--- src/sv/lpht_pkg.sv ---
// Package: types, codes and hash helpers of the linear probe hash table.
`default_nettype none
package lpht_pkg;

  localparam int unsigned TableDepthDefault = 1024;
  localparam int unsigned KeyBytesDefault   = 8;
  localparam int unsigned ValueWidthDefault = 32;

  localparam logic [63:0] HashBasis = 64'd14695981039346656037;
  localparam int unsigned HashKeep  = 16;

  localparam logic [3:0] SizeLog2Min   = 4'd4;
  localparam logic [3:0] SizeLog2Max   = 4'd10;
  localparam logic [3:0] SizeLog2Reset = 4'd4;

  // request codes
  localparam logic [1:0] REQ_PUT    = 2'd0;
  localparam logic [1:0] REQ_GET    = 2'd1;
  localparam logic [1:0] REQ_REMOVE = 2'd2;

  // status codes
  localparam logic [1:0] ST_DONE      = 2'd0;
  localparam logic [1:0] ST_NOT_FOUND = 2'd1;
  localparam logic [1:0] ST_FULL      = 2'd2;

  // slot marks
  localparam logic [1:0] MARK_EMPTY = 2'd0;
  localparam logic [1:0] MARK_LIVE  = 2'd1;
  localparam logic [1:0] MARK_TOMB  = 2'd2;

  typedef struct packed {
    logic [1:0]  req_type;
    logic [63:0] key_bytes;
    logic [3:0]  key_length;
    logic [31:0] new_value;
  } req_t;

  typedef struct packed {
    logic [1:0]  status;
    logic [31:0] stored_value;
    logic        load_high;
  } rsp_t;

  // hashed request handed from front to back
  typedef struct packed {
    logic [1:0]          req_type;
    logic [63:0]         key;
    logic [3:0]          key_len;
    logic [31:0]         value;
    logic [HashKeep-1:0] hash;
  } item_t;

  // one FNV-1a round; the prime is 2^40 + 0x1b3, so multiply by shifts and adds
  function automatic logic [63:0] fnv_step(input logic [63:0] h, input logic [7:0] b);
    logic [63:0] x;
    x = h ^ {56'd0, b};
    return x + (x << 1) + (x << 4) + (x << 5) + (x << 7) + (x << 8) + (x << 40);
  endfunction

endpackage
`default_nettype wire

--- src/sv/lpht_queue.sv ---
// Two-entry queue of hashed requests between front and back.
`default_nettype none
module lpht_queue (
  input  wire logic            clk_i,
  input  wire logic            rst_ni,
  input  wire logic            push_i,
  input  wire lpht_pkg::item_t data_i,
  output logic                 full_o,
  input  wire logic            pop_i,
  output logic                 valid_o,
  output lpht_pkg::item_t      data_o
);

  lpht_pkg::item_t entry_q [2];
  logic            wr_q, rd_q;
  logic [1:0]      count_q;

  assign full_o  = (count_q == 2'd2);
  assign valid_o = (count_q != 2'd0);
  assign data_o  = entry_q[rd_q];

  always_ff @(posedge clk_i or negedge rst_ni) begin
    if (!rst_ni) begin
      wr_q    <= 1'b0;
      rd_q    <= 1'b0;
      count_q <= 2'd0;
    end else begin
      if (push_i) wr_q <= !wr_q;
      if (pop_i)  rd_q <= !rd_q;
      count_q <= count_q + {1'b0, push_i} - {1'b0, pop_i};
    end
  end

  always_ff @(posedge clk_i) begin
    if (push_i) entry_q[wr_q] <= data_i;
  end

endmodule
`default_nettype wire

--- config.mk ---
export PLATFORM = sky130hd
export DESIGN_NAME = lpht_queue
export DESIGN_NICKNAME = d
export VERILOG_FILES = /design/src/sv/lpht_pkg.sv /design/src/sv/lpht_queue.sv
export SDC_FILE = /design/constraint.sdc
export NUM_CORES = 1
export LEC_CHECK = 0
export BUFFER_PORTS_ARGS = -buffer_cell sky130_fd_sc_hd__buf_2
export CORE_MARGIN = 5
export CORE_UTILIZATION = 52
export CTS_BUF_LIST = sky130_fd_sc_hd__clkbuf_16
export DETAILED_ROUTE_END_ITERATION = 8
export PLACE_DENSITY_LB_ADDON = 0.05
export RECOVER_POWER = 50
export SYNTH_ARGS = -nofsm -noshare
export SYNTH_HDL_FRONTEND = slang
export SYNTH_SLANG_ARGS = --single-unit
--- constraint.sdc ---
create_clock -name clk_i -period 7.5 [get_ports clk_i]
set_input_delay 1.5 -clock clk_i [delete_from_list [all_inputs] [get_ports clk_i]]
set_output_delay 1.5 -clock clk_i [all_outputs]
set_load 0.02 [all_outputs]
==> flow_summary.yaml <==
floorplanning:
  dieArea_um2: 19500
  die_w_um: 140
  num_rows: 47
  die_h_um: 140
  core_um2: 16500
  ioPinCount: 242
  start_util: 0.530
power_and_ir_drop:
  p_leak_nw: 4.01
  ir_drop_v: 0.000237
  power_density_nw_per_um2: 408
placement:
  io_buffers: 241
  place_ws_ns: 3.63
  globalplace.congestion: 0.730
  dp_hpwl_um: 11000
  dp.cells: 834
  placed_area_um2: 10100
synth:
  syn_area_um2: 8760
  ys_seq_area_frac: 0.821
  synth-edff-count: 236
  syn-mean-instance-area_um2: 22.9
  yosysWarningCount: 0
  yosys.area.top_type: "edfxtp_1"
  ys_seq_elements: 240
  post_synth_num_cell_types: 12
  syn_inst: 382
  synthTopCellsByArea: "edfxtp_1 (81%), mux2_2 (15%), buf_6 (1.5%), dfrtp_1 (1.1%), ha_1 (0.29%)"
  yosysMostFrequentCell: "edfxtp_1"
  synth_top_area_frac: 0.809
  synth_nets: 506
  async_flop_share: 0.0167
  synth_ff_type: "edfxtp_1"
  synthTopCellsByCount: "edfxtp_1 (236), mux2_2 (118), buf_6 (12), dfrtp_1 (4)"
global_routing:
  antenna_found_initial: 0
  grtUsageTotal: 0.164
  grt_pass1_wl_um: 25300
  grt_max_degree: 72
  grt_pass1_vias: 4845
  gr-total-overflow: 0
drt:
  wl_met3_um: 1660
  wl_um: 16600
  vias: 4361
  routedWlPerCell_um: 18.9
  drt_iter0_drc: 211
  vias_per_cell: 4.96
  drc: 0
  ant_nets: 0
  wl_met1_um: 6130
  route.met2.wl_um: 8490
  drtPass1Iterations: 5
  highest_layer: "met4"
timing:
  final_max_slew_viol_count: 109
  worst_slack_ns: 2.28
  fin_crit_sh: 0.696
  setup_viol: 0
  tightest_slew_ns: 3.57
  skew_ns: 0.0117
  slew_headroom: -1.38
  min_period_ns: 5.22
  fmax_mhz: 191
  rsz0062_at_grt: "no"
  hold_viol: 0
  setup_tns_ns: 0
worst_setup_path:
  critPathKind: "primary input to flip-flop"
  start_kind: "primary input"
  critPathRequiredTime_ns: 7.62
  crit_fanout: 65
  cp.arrival_ns: 5.35
  crit_path_end_kind: "flip-flop"
clocking:
  cts_max_level: 1
  postCtsHoldBufs: 0
  cts_made_buffers: 25
  clk_latency_ns: 0.51
  cts_root_buf: "clkbuf_16"
  cts.sinks: 240
  clkTransAtPathRegs_ns: 0.06
  cts_resized: 0
  cts_tree: "yes"
  cts_setup_buffers: 0
  max-clock-path-buffers: 3
run:
  cap_violations: 2
finish:
  antenna_cells: 0
  final_area_um2: 10900
  layout-drive-gt1-share: 0.519
  area_delta_synth_final_pct: 24.5
  utilization: 0.660
  layout.nets: 765
  final_cells: 879
  n_fill_cell: 1218
run_status:
  violations: "max-capacitance violations, max-slew violations"
  status: "finished, violations left"
hold_path:
  hp-class: "flip-flop to flip-flop"
-- cells by family (layout without fill, tap and decap cells) --
logic type / Yosys count / count (layout) / synth area share
buf+inv: 15 / 292 / 0.0171
flops: 240 / 240 / 0.821
xor+xnor: 3 / 3 / 0.00472
simple gates: 4 / 4 / 0.00286
mux: 118 / 118 / 0.152
fa+ha+maj: 2 / 2 / 0.00286
-- layer usage --
layer / vias up / track usage
li1: 2047 / -
met2: 155 / 0.290
met5: - / 0
met3: 25 / 0.0672
met4: 0 / 0.0439
met1: 2134 / 0.184
-- layout make-up --
class | count | area (um^2) | area share
flip-flops and latches | 240 | 7190 | 0.660
clock buffers | 25 | 626 | 0.0574
well taps | 220 | 275 | 0.0253
inverters | 2 | 7.51 | 0.000689
clock inverters | 20 | 221 | 0.0203
multi-input cells | 127 | 1420 | 0.130
repair buffers | 245 | 1160 | 0.106
-- critical path, cell delays in order --
cell and delay, ns:
clkbuf_1 0.17, and2_0 2.60, buf_4 0.99
-- stage by stage --
stage | hold WS, ns | power [W]
2_1_floorplan | 0.455 | 0.00289
3_3_place_gp | 0.532 | 0.00322
3_5_place_dp | 0.543 | 0.00324
4_1_cts | 0.554 | 0.00450
5_1_grt | 0.551 | 0.00465
6_report | 0.493 | 0.00444
-- placed cells by master, fill, tap and decap left out, types with 2 or more instances in the layout --
| cell type | synthesis | routed |
|---|---|---|
| mux2_2 | 118 | 118 |
| inv_1 | 2 | 4 |
| clkbuf_16 | 0 | 25 |
| buf_2 | 0 | 183 |
| xor2_1 | 2 | 2 |
| buf_4 | 1 | 3 |
| bufinv_16 | 0 | 5 |
| edfxtp_1 | 236 | 236 |
| inv_6 | 0 | 2 |
| clkinv_2 | 0 | 4 |
| clkinv_1 | 0 | 7 |
| nor2b_1 | 2 | 2 |
| clkbuf_1 | 0 | 59 |
| dfrtp_1 | 4 | 3 |
| ha_1 | 2 | 2 |
-- final timing paths --
check	depth (start not counted)	to	slack, ns	startpoint
max in group asynchronous	1	rd_q	6.48	rst_ni
setup / recovery	3	entry_q[1][85]	2.28	push_i
hold / removal	1	wr_q	0.49	wr_q
setup reg to reg	2	entry_q[1][85]	3.09	wr_q
min in group asynchronous	1	wr_q	0.81	rst_ni
hold reg to reg	1	wr_q	0.49	wr_q
-- power breakdown --
group / switching (W) / internal, W / total (W)
Sequential: 0.000103 / 0.00180 / 0.00190
Clock: 0.000470 / 0.000777 / 0.00125
Combinational: 0.000785 / 0.000512 / 0.00130
Total: 0.00136 / 0.00309 / 0.00444
-- flip-flops by register name, indices dropped and copies added (netlist names) --
signal   cells
count_q      2
entry_q    236
rd_q         1
wr_q         1
No activity file was read; power rests on OpenSTA's default activity.
