**src/sv/lpht_pkg.sv**
```systemverilog
// Package: types, codes and hash helpers of the linear probe hash table.
`default_nettype none
package lpht_pkg;

  localparam int unsigned TableDepthDefault = 1024;
  localparam int unsigned KeyBytesDefault   = 8;
  localparam int unsigned ValueWidthDefault = 32;

  localparam logic [63:0] HashBasis = 64'd14695981039346656037;
  localparam int unsigned HashKeep  = 16;

  localparam logic [3:0] SizeLog2Min   = 4'd4;
  localparam logic [3:0] SizeLog2Max   = 4'd10;
  localparam logic [3:0] SizeLog2Reset = 4'd4;

  // request codes
  localparam logic [1:0] REQ_PUT    = 2'd0;
  localparam logic [1:0] REQ_GET    = 2'd1;
  localparam logic [1:0] REQ_REMOVE = 2'd2;

  // status codes
  localparam logic [1:0] ST_DONE      = 2'd0;
  localparam logic [1:0] ST_NOT_FOUND = 2'd1;
  localparam logic [1:0] ST_FULL      = 2'd2;

  // slot marks
  localparam logic [1:0] MARK_EMPTY = 2'd0;
  localparam logic [1:0] MARK_LIVE  = 2'd1;
  localparam logic [1:0] MARK_TOMB  = 2'd2;

  typedef struct packed {
    logic [1:0]  req_type;
    logic [63:0] key_bytes;
    logic [3:0]  key_length;
    logic [31:0] new_value;
  } req_t;

  typedef struct packed {
    logic [1:0]  status;
    logic [31:0] stored_value;
    logic        load_high;
  } rsp_t;

  // hashed request handed from front to back
  typedef struct packed {
    logic [1:0]          req_type;
    logic [63:0]         key;
    logic [3:0]          key_len;
    logic [31:0]         value;
    logic [HashKeep-1:0] hash;
  } item_t;

  // one FNV-1a round; the prime is 2^40 + 0x1b3, so multiply by shifts and adds
  function automatic logic [63:0] fnv_step(input logic [63:0] h, input logic [7:0] b);
    logic [63:0] x;
    x = h ^ {56'd0, b};
    return x + (x << 1) + (x << 4) + (x << 5) + (x << 7) + (x << 8) + (x << 40);
  endfunction

endpackage
`default_nettype wire

```
**src/sv/lpht_front.sv**
```systemverilog
// Front: accept requests, normalize the key and hash it one byte per cycle.
`default_nettype none
module lpht_front #(
  parameter int unsigned KEY_BYTES = lpht_pkg::KeyBytesDefault
) (
  input  wire logic           clk_i,
  input  wire logic           rst_ni,
  input  wire logic           enable_i,
  input  wire logic           in_valid_i,
  output logic                in_ready_o,
  input  wire lpht_pkg::req_t in_data_i,
  output logic                push_o,
  input  wire logic           full_i,
  output lpht_pkg::item_t     item_o
);

  logic        busy_q, busy_d;
  logic [63:0] hash_q, hash_d;
  logic [63:0] key_q;
  logic [3:0]  len_q, cnt_q, cnt_d;
  logic [1:0]  type_q;
  logic [31:0] value_q;
  logic [3:0]  len_sat;
  logic [63:0] key_norm;
  logic [63:0] key_shift;
  logic        accept;

  assign in_ready_o = enable_i && !busy_q;
  assign accept     = in_valid_i && in_ready_o;

  // saturate the length and drop key bytes beyond it
  always_comb begin
    len_sat = (in_data_i.key_length > 4'(KEY_BYTES)) ? 4'(KEY_BYTES) : in_data_i.key_length;
    for (int i = 0; i < 8; i++) begin
      key_norm[i*8 +: 8] = (4'(i) < len_sat) ? in_data_i.key_bytes[i*8 +: 8] : 8'd0;
    end
  end

  assign key_shift = key_q >> {cnt_q[2:0], 3'b000};

  // advance the hash, then hand the beat to the queue
  always_comb begin
    busy_d = busy_q;
    hash_d = hash_q;
    cnt_d  = cnt_q;
    push_o = 1'b0;
    if (busy_q) begin
      if (cnt_q == len_q) begin
        if (!full_i) begin
          push_o = 1'b1;
          busy_d = 1'b0;
        end
      end else begin
        hash_d = lpht_pkg::fnv_step(hash_q, key_shift[7:0]);
        cnt_d  = cnt_q + 4'd1;
      end
    end else if (accept) begin
      busy_d = 1'b1;
      hash_d = lpht_pkg::HashBasis;
      cnt_d  = 4'd0;
    end
  end

  always_ff @(posedge clk_i or negedge rst_ni) begin
    if (!rst_ni) begin
      busy_q <= 1'b0;
    end else begin
      busy_q <= busy_d;
    end
  end

  always_ff @(posedge clk_i) begin
    hash_q <= hash_d;
    cnt_q  <= cnt_d;
    if (accept) begin
      key_q   <= key_norm;
      len_q   <= len_sat;
      type_q  <= in_data_i.req_type;
      value_q <= in_data_i.new_value;
    end
  end

  assign item_o.req_type = type_q;
  assign item_o.key      = key_q;
  assign item_o.key_len  = len_q;
  assign item_o.value    = value_q;
  assign item_o.hash     = hash_q[lpht_pkg::HashKeep-1:0];

endmodule
`default_nettype wire

```
**config.mk**
```make
export PLATFORM = sky130hd
export DESIGN_NAME = lpht_front
export DESIGN_NICKNAME = d
export VERILOG_FILES = /design/src/sv/lpht_pkg.sv /design/src/sv/lpht_front.sv
export SDC_FILE = /design/constraint.sdc
export NUM_CORES = 1
export LEC_CHECK = 0
export BUFFER_PORTS_ARGS = -buffer_cell sky130_fd_sc_hd__buf_2
export CAP_MARGIN = 20
export CORE_MARGIN = 5
export CORE_UTILIZATION = 44
export DETAILED_ROUTE_END_ITERATION = 16
export PLACE_DENSITY = 0.79
export SLEW_MARGIN = 15
export SYNTH_ARGS = -nofsm -noshare
export SYNTH_HDL_FRONTEND = slang
export SYNTH_SLANG_ARGS = --single-unit
```
**constraint.sdc**
```tcl
create_clock -name clk_i -period 6.15 [get_ports clk_i]
set_input_delay 1.23 -clock clk_i [delete_from_list [all_inputs] [get_ports clk_i]]
set_output_delay 1.23 -clock clk_i [all_outputs]
set_load 0.02 [all_outputs]
```
==> impl_results.rst, run 1 <==
.. list-table::
   :header-rows: 1

   * - Metric
     - Value
   * - Fraction of the mapped netlist area in adder cells
     - between 10% and 20%
   * - H-tree lvl count
     - 4
   * - Antenna violations before repair
     - 0
   * - Number of nets in the layout
     - 872
   * - Boundary Pins
     - around 230
   * - Number of clock sinks
     - 123
   * - RSZ-0062 raised after global routing
     - false
   * - Count of instances resized after the clock tree is built
     - 0
   * - Buffers inserted during post-CTS setup optimization
     - 0
   * - Number of diodes
     - 0
   * - Hold bufs inserted after CTS
     - 0
   * - Dominant combinational cell family by area after synthesis
     - adder cells
   * - Worst reg-to-reg path cell count
     - 18
   * - Overall die area
     - around 18000 µm²
   * - Fin crit period
     - 5.38 ns
   * - Class of the most critical setup path
     - register to register
   * - Clock slew seen by the registers of the worst setup and hold paths
     - roughly 0.060 ns
   * - Number of synthesized flops with an enable pin
     - 122
   * - Outcome
     - completed
   * - GRT overflow
     - 0
   * - Worst setup SP type
     - register
   * - Chip height
     - about 130 µm
   * - Reg-to-reg critical path startpoint
     - cnt_q[1]
   * - CP max-delay cell
     - sky130_fd_sc_hd__edfxtp_1
   * - Biggest cell delay along the critical path
     - between 0.6 and 0.7 ns
   * - Core ar.
     - ~15000 µm²
   * - Basic-gate share of the synthesized area counting and, or, nand and nor cells
     - 9.82%
   * - Most used standard cells in the synthesized netlist
     - 122 x sky130_fd_sc_hd__edfxtp_1, 60 x sky130_fd_sc_hd__nor2b_1, 52 x sky130_fd_sc_hd__inv_1
   * - Final TNS setup
     - 0 ns
   * - Net count after synthesis
     - between 600 and 700
   * - Residual antenna-violating net count after detailed routing
     - 0
   * - Slew at the pin closest to its max-slew limit
     - 1.06 ns
   * - Die X-Extent
     - between 100 and 150 µm
   * - Routed WL per cell
     - roughly 20 µm
   * - Proportion of register bits with asynchronous set or reset after synthesis
     - less than 1%
   * - CP Data Required Time
     - between 6 and 7 ns
   * - Max-cap violations
     - 0
   * - Drt first-iter violations
     - 279
   * - Worst R2R Setup Slack
     - just under 0.8 ns
   * - Number of search-and-repair iterations in the first detailed-routing pass
     - 4
   * - Clock Root Buffer
     - sky130_fd_sc_hd__clkbuf_16
   * - First-pass GRT wire length
     - about 28 mm
   * - Post-synthesis instance area
     - approximately 6700 µm²
   * - Via count of the first global-routing pass
     - about 5200
   * - Placer congestion estimate
     - 0.891
   * - Worst path arrival time
     - between 5 and 6 ns
   * - Most used flip-flop cell after synthesis
     - sky130_fd_sc_hd__edfxtp_1
   * - Cell-by-cell listing of the critical path
     - buf_4 -> mux4_1 -> mux2i_1 -> xnor2_1 -> inv_1 -> fa_1 -> fa_1 -> inv_1 -> ha_1 -> ha_1 -> ha_1 -> fa_1 -> a21oi_1 -> nand4b_1 -> nand3_1 -> o2111ai_1 -> and3_4 -> nor3_2
   * - Class of the worst hold path
     - input pin to async pin
   * - #FFs+latches synth
     - 123
   * - All-layer global routing usage
     - roughly 20%
   * - Most common cell in the netlist
     - sky130_fd_sc_hd__edfxtp_1
   * - Filler Cell Count
     - roughly 1100
   * - Vias per inst
     - a little over 5
   * - Slew Limit Fails
     - 0
   * - Worst setup startpoint
     - cnt_q[1]
   * - Area grow syn2layout
     - 29.5%
   * - Post-synthesis compound-gate area fraction
     - approximately 2.3%
   * - Xor/xnor cell area share of the yosys netlist
     - under 10%
   * - Initial Utilization
     - approximately 44%
   * - Later-pin clock latency in the skew report
     - approximately 0.42 ns
   * - Number of cell rows
     - between 40 and 50
   * - DR DRC count
     - 0
   * - Clock tree from TritonCTS
     - built
   * - Main area contributors after synthesis
     - sky130_fd_sc_hd__edfxtp_1 55%, sky130_fd_sc_hd__fa_1 9.3%, sky130_fd_sc_hd__ha_1 7.1%
   * - Final-report setup violation count
     - 0
   * - Final Skew
     - about 0.0090 ns
   * - Maximum count of clock buffers along a single path
     - 2
   * - Post-synth top area cell
     - sky130_fd_sc_hd__edfxtp_1
   * - Part of the cycle the worst path needs
     - between 80% and 90%
   * - Worst rel slew slack
     - 29.1%
   * - YS warnings
     - 0
   * - TritonCTS Buffers
     - 17
   * - Mean instance size in the synthesized netlist
     - roughly 15 µm²
   * - Number of distinct library cells after synthesis
     - 37
   * - Yosys top cell area share
     - between 50% and 60%
   * - Synthesized netlist cell count
     - 454
   * - Achievable frequency
     - between 150 and 200 MHz
   * - Final hold violation count
     - 0
   * - DR vias
     - 4506
   * - Largest net degree at the start of global routing
     - 67
   * - Largest fanout on the critical path
     - 12
   * - Half-perimeter wire length after detailed placement
     - 14.0 mm
   * - Portion of netlist area occupied by mux cells
     - roughly 7.3%
   * - Sequential share of the synthesized area
     - a little under three fifths
   * - Worst R2R End
     - hash_q[15]
   * - Count of buffers from port buffering
     - 226
   * - Element type at the critical path end
     - register
   * - Layout cell share with drive strength beyond 1
     - slightly below 40%
   * - Aggregate routed wire length
     - 17.8 mm
## how the worst max path moves through the flow
stage | end | cells past startpoint | slack (ns)
2_1_floorplan | hash_q[15] | 19 | 1.17
3_3_place_gp | hash_q[15] | 18 | 1.00
3_5_place_dp | hash_q[15] | 18 | 0.84
4_1_cts | hash_q[15] | 18 | 0.83
5_1_grt | hash_q[15] | 18 | 0.51
6_report | hash_q[15] | 18 | 0.77
## worst max-delay path, delay by kind of cell (launching register included)
| family | cells | cell delay, ns |
|---|---|---|
| fa+ha+maj | 6 | 2.17 |
| flops | 1 | 0.68 |
| simple gates | 4 | 0.56 |
| mux | 2 | 0.53 |
| buf+inv | 3 | 0.48 |
| compound gates | 2 | 0.36 |
| xor+xnor | 1 | 0.33 |
## cell families after synthesis
family | Yosys count
multiplexers | 25
adder cells (fa/ha/maj) | 69
AO/OA/AOI/OAI | 26
AND/OR/NAND/NOR | 113
XOR/XNOR | 36
flip-flops | 123
buffers and inverters | 62
## layer usage
layer  track usage, %  wire length [µm]
met1             21.9              6370
met2             38.4              9880
met3             6.23              1040
met4             7.66               469
met5                0                 0
## layout make-up
| class | instances | area (µm²) | share of cell area [%] |
|---|---|---|---|
| inverter | 52 | 198 | 2.29 |
| clock inverter | 13 | 168 | 1.94 |
| tap | 188 | 235 | 2.72 |
| multi-input combinational | 269 | 2730 | 31.7 |
| timing repair buffer | 233 | 1180 | 13.7 |
| sequential | 123 | 3690 | 42.7 |
| clock buffer | 18 | 429 | 4.97 |
## stage by stage
step	utilization, %	cells	worst slack, ns	instance area [µm²]	hold slack, ns
6_report	57.4	896	0.773	8640	0.577
5_1_grt	57.4	896	0.505	8640	0.561
4_1_cts	57.4	895	0.833	8630	0.560
3_5_place_dp	53.4	864	0.845	8030	0.671
3_3_place_gp	53.4	864	1.00	8030	0.623
2_1_floorplan	-	454	1.17	6670	0.601
## sequential cells by signal, summed over array words and instances (netlist names)
signal / cells
key_q: 64
value_q: 32
hash_q: 16
cnt_q: 4
len_q: 4
type_q: 2
busy_q: 1
## cells in the final DEF, fill, tap and decap left out, types with 9 or more instances in the layout
master	synthesis	final
sky130_fd_sc_hd__nand2_1	13	13
sky130_fd_sc_hd__clkbuf_16	0	17
sky130_fd_sc_hd__xor2_1	11	11
sky130_fd_sc_hd__a21oi_1	9	9
sky130_fd_sc_hd__and2_1	15	15
sky130_fd_sc_hd__buf_2	3	226
sky130_fd_sc_hd__fa_1	31	31
sky130_fd_sc_hd__inv_1	52	51
sky130_fd_sc_hd__ha_1	38	38
sky130_fd_sc_hd__nor2b_1	60	60
sky130_fd_sc_hd__nor2_1	10	10
sky130_fd_sc_hd__edfxtp_1	122	122
sky130_fd_sc_hd__xnor2_1	22	22
Power of run 1 is not shown: default switching activity piles up to over one toggle a cycle in this logic, so the estimate is an artifact.
==> inputs of run 2 (changes only) <==
ABC_AREA = 1   (was default)
CAP_MARGIN = 30   (was 20)
PLACE_DENSITY = 0.78   (was 0.79)
==> impl_results.rst, run 2 <==
.. list-table::
   :header-rows: 1

   * - Metric
     - Value
   * - Class of the worst hold path
     - input pin to async pin
   * - #FFs+latches synth
     - ~120
   * - Final TNS setup
     - 0 ns
   * - Placement-stage cell area
     - 8480 µm²
   * - YS warnings
     - 0
   * - Reg with most FFs
     - key_q
   * - Outcome
     - completed
   * - Post-synth top area cell
     - sky130_fd_sc_hd__edfxtp_1
   * - Most used flip-flop cell after synthesis
     - sky130_fd_sc_hd__edfxtp_1
   * - Max-cap violations
     - 0
   * - Kind of cell adding the most delay to the critical path
     - adder cells
   * - Aggregate routed wire length
     - between 15 and 20 mm
   * - Clock Root Buffer
     - sky130_fd_sc_hd__clkbuf_16
   * - Cell-by-cell listing of the critical path
     - buf_4 -> o21ai_0 -> o22ai_1 -> o21ai_2 -> xor2_2 -> inv_2 -> fa_1 -> inv_1 -> fa_1 -> inv_1 -> fa_1 -> ha_1 -> ha_1 -> inv_1 -> o21ai_0 -> nand3_1 -> o211ai_1 -> nor2_1 -> a21oi_1 -> nor2_1
   * - Via count of the first global-routing pass
     - a little under 6000
   * - Mean instance size in the synthesized netlist
     - about 10 µm²
   * - Placer congestion estimate
     - 0.900
   * - Fin crit period
     - around 5.5 ns
   * - Clock tree from TritonCTS
     - built
   * - Number of cell rows
     - 46
   * - Slew at the pin closest to its max-slew limit
     - 0.994 ns
   * - First-pass GRT wire length
     - around 31 mm
   * - Die X-Extent
     - around 140 µm
   * - Most common library cell in the layout ignoring fill and taps
     - sky130_fd_sc_hd__buf_2
   * - Number of synthesized flops with an enable pin
     - 122
   * - Number of distinct library cells after synthesis
     - 38
   * - Sequential share of the synthesized area
     - between 50% and 60%
   * - Worst path arrival time
     - around 5.7 ns
   * - Biggest cell delay along the critical path
     - about 0.75 ns
   * - Number of flip-flops in the largest register
     - 64
   * - Post-synthesis instance area
     - 7190 µm²
   * - Half-perimeter wire length after detailed placement
     - ~16 mm
   * - Most common cell in the netlist
     - sky130_fd_sc_hd__inv_1
   * - Main area contributors after synthesis
     - sky130_fd_sc_hd__edfxtp_1 51%, sky130_fd_sc_hd__fa_1 8.6%, sky130_fd_sc_hd__inv_1 8.0%
   * - Final hold violation count
     - 0
   * - Yosys top cell area share
     - between 50 and 60%
   * - Routed WL per cell
     - around 17 µm
   * - Final-report setup violation count
     - 0
   * - Hold bufs inserted after CTS
     - 0
   * - Final Skew
     - around 0.016 ns
   * - Largest regs
     - key_q x64, value_q x32, hash_q x16
   * - Layout cell share with drive strength beyond 1
     - between 30% and 40%
   * - Number of clock sinks
     - 123
   * - Area grow syn2layout
     - 26.6%
   * - Worst setup SP type
     - register
   * - DR DRC count
     - 0
   * - Boundary Pins
     - ~230
   * - H-tree lvl count
     - 4
   * - Count of buffers from port buffering
     - 226
   * - Chip height
     - around 140 µm
   * - Clock slew seen by the registers of the worst setup and hold paths
     - 0.06 ns
   * - Net count after synthesis
     - about 870
   * - CP Data Required Time
     - 6.32 ns
   * - Core ar.
     - roughly 16000 µm²
   * - Later-pin clock latency in the skew report
     - between 0.4 and 0.5 ns
   * - Synthesized netlist cell count
     - 697
   * - Element type at the critical path end
     - register
   * - Achievable frequency
     - ~180 MHz
   * - TritonCTS Buffers
     - 17
   * - Largest fanout on the critical path
     - 21
   * - DP Worst Slack
     - about 0.73 ns
   * - GRT overflow
     - 0
   * - Class of the most critical setup path
     - register to register
   * - Proportion of register bits with asynchronous set or reset after synthesis
     - less than 1%
   * - Min setup slack post-route
     - roughly 0.66 ns
   * - CP max-delay cell
     - sky130_fd_sc_hd__edfxtp_1
   * - Largest net degree at the start of global routing
     - between 70 and 80
   * - Most frequent cells in the layout
     - 226 x sky130_fd_sc_hd__buf_2, 153 x sky130_fd_sc_hd__inv_1, 122 x sky130_fd_sc_hd__edfxtp_1, 97 x sky130_fd_sc_hd__nor2_1, 97 x sky130_fd_sc_hd__nand2_1
   * - Most used standard cells in the synthesized netlist
     - 154 x sky130_fd_sc_hd__inv_1, 122 x sky130_fd_sc_hd__edfxtp_1, 97 x sky130_fd_sc_hd__nand2_1, 97 x sky130_fd_sc_hd__nor2_1, 38 x sky130_fd_sc_hd__ha_1
   * - Placed cells
     - ~1100
   * - RSZ-0062 raised after global routing
     - false
   * - Post-route cell area
     - about 9100 µm²
   * - Overall die area
     - between 15000 and 20000 µm²
   * - Vias per inst
     - 4.80
   * - Count of instances resized after the clock tree is built
     - 0
   * - Number of search-and-repair iterations in the first detailed-routing pass
     - 5
   * - Number of nets in the layout
     - ~1100
   * - CP bufs+invs
     - 5
   * - Drt first-iter violations
     - 370
   * - Maximum count of clock buffers along a single path
     - 2
   * - Initial Utilization
     - between 40% and 50%
   * - Residual antenna-violating net count after detailed routing
     - 0
   * - Worst rel slew slack
     - approximately 34%
   * - Slew Limit Fails
     - 0
   * - DR vias
     - roughly 5600
   * - Part of the cycle the worst path needs
     - 89.3%
   * - Buffers inserted during post-CTS setup optimization
     - 0
   * - All-layer global routing usage
     - around 22%
   * - Final cell count without fillers
     - 1160
   * - Filler Cell Count
     - 1347
   * - Antenna violations before repair
     - 1
## run 2: path summary, 6_finish.rpt
path / startpoint / endpoint / slack [ns] / cells past startpoint
worst min-delay path: rst_ni / busy_q / 0.57 / 1
worst min register to register: cnt_q[3] / cnt_q[3] / 0.66 / 2
min in group clk_i: cnt_q[3] / cnt_q[3] / 0.66 / 2
worst max-delay path: cnt_q[0] / hash_q[15] / 0.66 / 20
max in group asynchronous: rst_ni / busy_q / 5.49 / 1
worst max register to register: cnt_q[0] / hash_q[15] / 0.66 / 20
## run 2: layout make-up
type / instances / area (µm²) / share of cell area (%)
Sequential cell: 123 / 3690 / 40.6
Multi-Input combinational cell: 399 / 2760 / 30.3
Timing Repair Buffer: 230 / 1160 / 12.8
Inverter: 159 / 604 / 6.64
Clock buffer: 18 / 429 / 4.72
Tap cell: 216 / 270 / 2.97
Clock inverter: 14 / 181 / 1.99
Antenna cell: 1 / 2.50 / 0.0275
## run 2: stage by stage
stage | util [%] | hold WS (ns)
floorplan | - | 0.601
global placement | 53.2 | 0.621
detailed placement | 53.2 | 0.660
CTS | 57.0 | 0.564
global route | 57.0 | 0.556
finish | 57.1 | 0.573
## run 2: logic make-up after synthesis
kind of cell | count (synthesis) | synth area share, %
simple gates | 241 | 14.2
buf+inv | 175 | 10.3
flops | 123 | 51.3
fa+ha+maj | 69 | 15.3
compound gates | 64 | 5.28
xor+xnor | 25 | 3.67
## run 2: metal layers
| layer | vias up | share of wire (%) | GRT usage (%) |
|---|---|---|---|
| met5 | - | 0.060 | 0 |
| met4 | 2 | 2.7 | 7.90 |
| met3 | 40 | 7.2 | 5.99 |
| met2 | 251 | 53 | 39.3 |
| met1 | 2586 | 37 | 24.2 |
| li1 | 2684 | - | - |
## run 2: worst reg2reg max path, cell delays in order, from the launching register on
cell and delay (ns):
sky130_fd_sc_hd__edfxtp_1 0.75, sky130_fd_sc_hd__buf_4 0.37, sky130_fd_sc_hd__o21ai_0 0.13, sky130_fd_sc_hd__o22ai_1 0.27, sky130_fd_sc_hd__o21ai_2 0.11, sky130_fd_sc_hd__xor2_2 0.37, sky130_fd_sc_hd__inv_2 0.15, sky130_fd_sc_hd__fa_1 0.57
sky130_fd_sc_hd__inv_1 0.05, sky130_fd_sc_hd__fa_1 0.47, sky130_fd_sc_hd__inv_1 0.06, sky130_fd_sc_hd__fa_1 0.48, sky130_fd_sc_hd__ha_1 0.31, sky130_fd_sc_hd__ha_1 0.32, sky130_fd_sc_hd__inv_1 0.09, sky130_fd_sc_hd__o21ai_0 0.28
sky130_fd_sc_hd__nand3_1 0.11, sky130_fd_sc_hd__o211ai_1 0.10, sky130_fd_sc_hd__nor2_1 0.09, sky130_fd_sc_hd__a21oi_1 0.13, sky130_fd_sc_hd__nor2_1 0.06
Power of run 2 is left out for the same reason.
==> inputs of run 3 (changes only) <==
BUFFER_PORTS_ARGS = -buffer_cell sky130_fd_sc_hd__buf_4   (was -buffer_cell sky130_fd_sc_hd__buf_2)
CAP_MARGIN = 20   (was 30)
==> impl_results.rst, run 3 (synthesis results as in run 2) <==
.. list-table::
   :header-rows: 1

   * - Metric
     - Value
   * - Outcome
     - completed
   * - Fin crit period
     - between 5 and 6 ns
   * - Class of the most critical setup path
     - register to register
   * - Half-perimeter wire length after detailed placement
     - approximately 16 mm
   * - Vias per inst
     - approximately 4.8
   * - Area of all sequential standard cells
     - around 3700 µm²
   * - Chip height
     - between 100 and 150 µm
   * - Drt first-iter violations
     - 320
   * - Initial Utilization
     - between 40% and 50%
   * - Count of buffers from port buffering
     - 226
   * - Most frequent cells in the layout
     - 231 x sky130_fd_sc_hd__buf_4, 153 x sky130_fd_sc_hd__inv_1, 122 x sky130_fd_sc_hd__edfxtp_1, 97 x sky130_fd_sc_hd__nor2_1, 97 x sky130_fd_sc_hd__nand2_1
   * - Most common library cell in the layout ignoring fill and taps
     - sky130_fd_sc_hd__buf_4
   * - Later-pin clock latency in the skew report
     - 0.42 ns
   * - DP Worst Slack
     - 0.807 ns
   * - Number of nets in the layout
     - 1107
   * - Overall die area
     - 19000 µm²
   * - H-tree lvl count
     - 4
   * - Hold bufs inserted after CTS
     - 0
   * - Largest regs
     - key_q x64, value_q x32, hash_q x16
   * - Final hold violation count
     - 0
   * - Buffers inserted during post-CTS setup optimization
     - 0
   * - Clock tree from TritonCTS
     - built
   * - Post-route cell area
     - ~9600 µm²
   * - Worst setup SP type
     - register
   * - Worst rel slew slack
     - 31.3%
   * - Part of the cycle the worst path needs
     - approximately nine tenths
   * - Largest fanout on the critical path
     - 32
   * - Maximum count of clock buffers along a single path
     - 2
   * - Area grow syn2layout
     - 33.9%
   * - Worst reg-to-reg path cell count
     - 15
   * - Largest net degree at the start of global routing
     - 56
   * - CP Data Required Time
     - between 6 and 7 ns
   * - First-pass GRT wire length
     - between 30 and 40 mm
   * - Aggregate routed wire length
     - 21.3 mm
   * - All-layer global routing usage
     - about a quarter
   * - RSZ-0062 raised after global routing
     - false
   * - Min setup slack post-route
     - a little over 0.7 ns
   * - DR vias
     - 5625
   * - Final-report setup violation count
     - 0
   * - Count of instances resized after the clock tree is built
     - 0
   * - Routed WL per cell
     - approximately 18 µm
   * - Multi-input combinational cell area
     - approximately 2800 µm²
   * - Filler Cell Count
     - between 1000 and 1500
   * - Worst setup startpoint
     - cnt_q[0]
   * - Number of cell rows
     - between 40 and 50
   * - Achievable frequency
     - between 150 and 200 MHz
   * - Die X-Extent
     - between 100 and 150 µm
   * - GRT overflow
     - 0
   * - Antenna violations before repair
     - 0
   * - DR DRC count
     - 0
   * - Number of flip-flops in the largest register
     - 64
   * - Reg with most FFs
     - key_q
   * - Number of clock sinks
     - 123
   * - Worst hold slack
     - roughly 0.58 ns
   * - Worst path arrival time
     - 5.57 ns
   * - Via count of the first global-routing pass
     - about 6000
   * - Residual antenna-violating net count after detailed routing
     - 0
   * - Clock Root Buffer
     - sky130_fd_sc_hd__clkbuf_16
   * - Class of the worst hold path
     - input pin to async pin
   * - Number of search-and-repair iterations in the first detailed-routing pass
     - 5
   * - Worst R2R End
     - hash_q[13]
   * - Reg-to-reg critical path startpoint
     - cnt_q[0]
   * - Layout cell share with drive strength beyond 1
     - between 30% and 40%
   * - Final Skew
     - roughly 0.011 ns
   * - TritonCTS Buffers
     - 17
   * - Element type at the critical path end
     - register
   * - Placer congestion estimate
     - 0.851
   * - Slew Limit Fails
     - 0
   * - Final TNS setup
     - 0 ns
   * - Core ar.
     - between 15000 and 20000 µm²
   * - Placement-stage cell area
     - between 9000 and 10000 µm²
   * - Worst R2R Setup Slack
     - between 0.7 and 0.8 ns
   * - Number of diodes
     - 0
   * - Clock slew seen by the registers of the worst setup and hold paths
     - 0.06 ns
   * - Slew at the pin closest to its max-slew limit
     - between 1 and 1.5 ns
   * - Max-cap violations
     - 0
   * - Boundary Pins
     - about 230
==> run 3: worst max path at each step <==
stage | endpoint | slack (ns) | depth (start not counted)
after global routing | hash_q[13] | 0.41 | 15
after CTS | hash_q[13] | 0.75 | 19
after detailed placement | hash_q[13] | 0.81 | 15
final | hash_q[13] | 0.71 | 15
after global placement | hash_q[13] | 0.90 | 15
after floorplan | hash_q[13] | 1.40 | 23
==> run 3: critical path, stage by stage (launching register included) <==
cell	delay, ns
sky130_fd_sc_hd__edfxtp_1	0.67
sky130_fd_sc_hd__inv_6	0.33
sky130_fd_sc_hd__o21ai_1	0.10
sky130_fd_sc_hd__o221ai_1	0.17
sky130_fd_sc_hd__o21ai_1	0.16
sky130_fd_sc_hd__xnor2_1	0.68
sky130_fd_sc_hd__fa_1	0.54
sky130_fd_sc_hd__fa_1	0.48
sky130_fd_sc_hd__fa_1	0.51
sky130_fd_sc_hd__ha_1	0.31
sky130_fd_sc_hd__ha_1	0.37
sky130_fd_sc_hd__nand4_1	0.15
sky130_fd_sc_hd__o21ai_0	0.39
sky130_fd_sc_hd__nand2_1	0.13
sky130_fd_sc_hd__nand3_1	0.09
sky130_fd_sc_hd__nand3_1	0.07
==> run 3: metal layers <==
| layer | global-route usage, % | up-vias | share of wire [%] |
|---|---|---|---|
| met3 | 7.23 | 57 | 7.5 |
| met1 | 23.8 | 2671 | 34 |
| met5 | 0 | - | 0 |
| met2 | 43.0 | 215 | 53 |
| met4 | 11.0 | 0 | 4.6 |
| li1 | - | 2682 | - |
==> run 3: metrics by stage <==
stage          utilization, %  instances
3_5_place_dp             56.8       1128
4_1_cts                  60.4       1160
3_3_place_gp             56.8       1128
6_report                 60.4       1160
5_1_grt                  60.4       1160
2_1_floorplan               -        697
==> run 3: layout make-up <==
type                            count  area share, %
Multi-Input combinational cell    399           28.7
Clock inverter                     14           1.43
Tap cell                          216           2.81
Inverter                          159           6.28
Sequential cell                   123           38.3
Timing Repair Buffer              231           18.0
Clock buffer                       18           4.46
Power of run 3 is left out for the same reason.
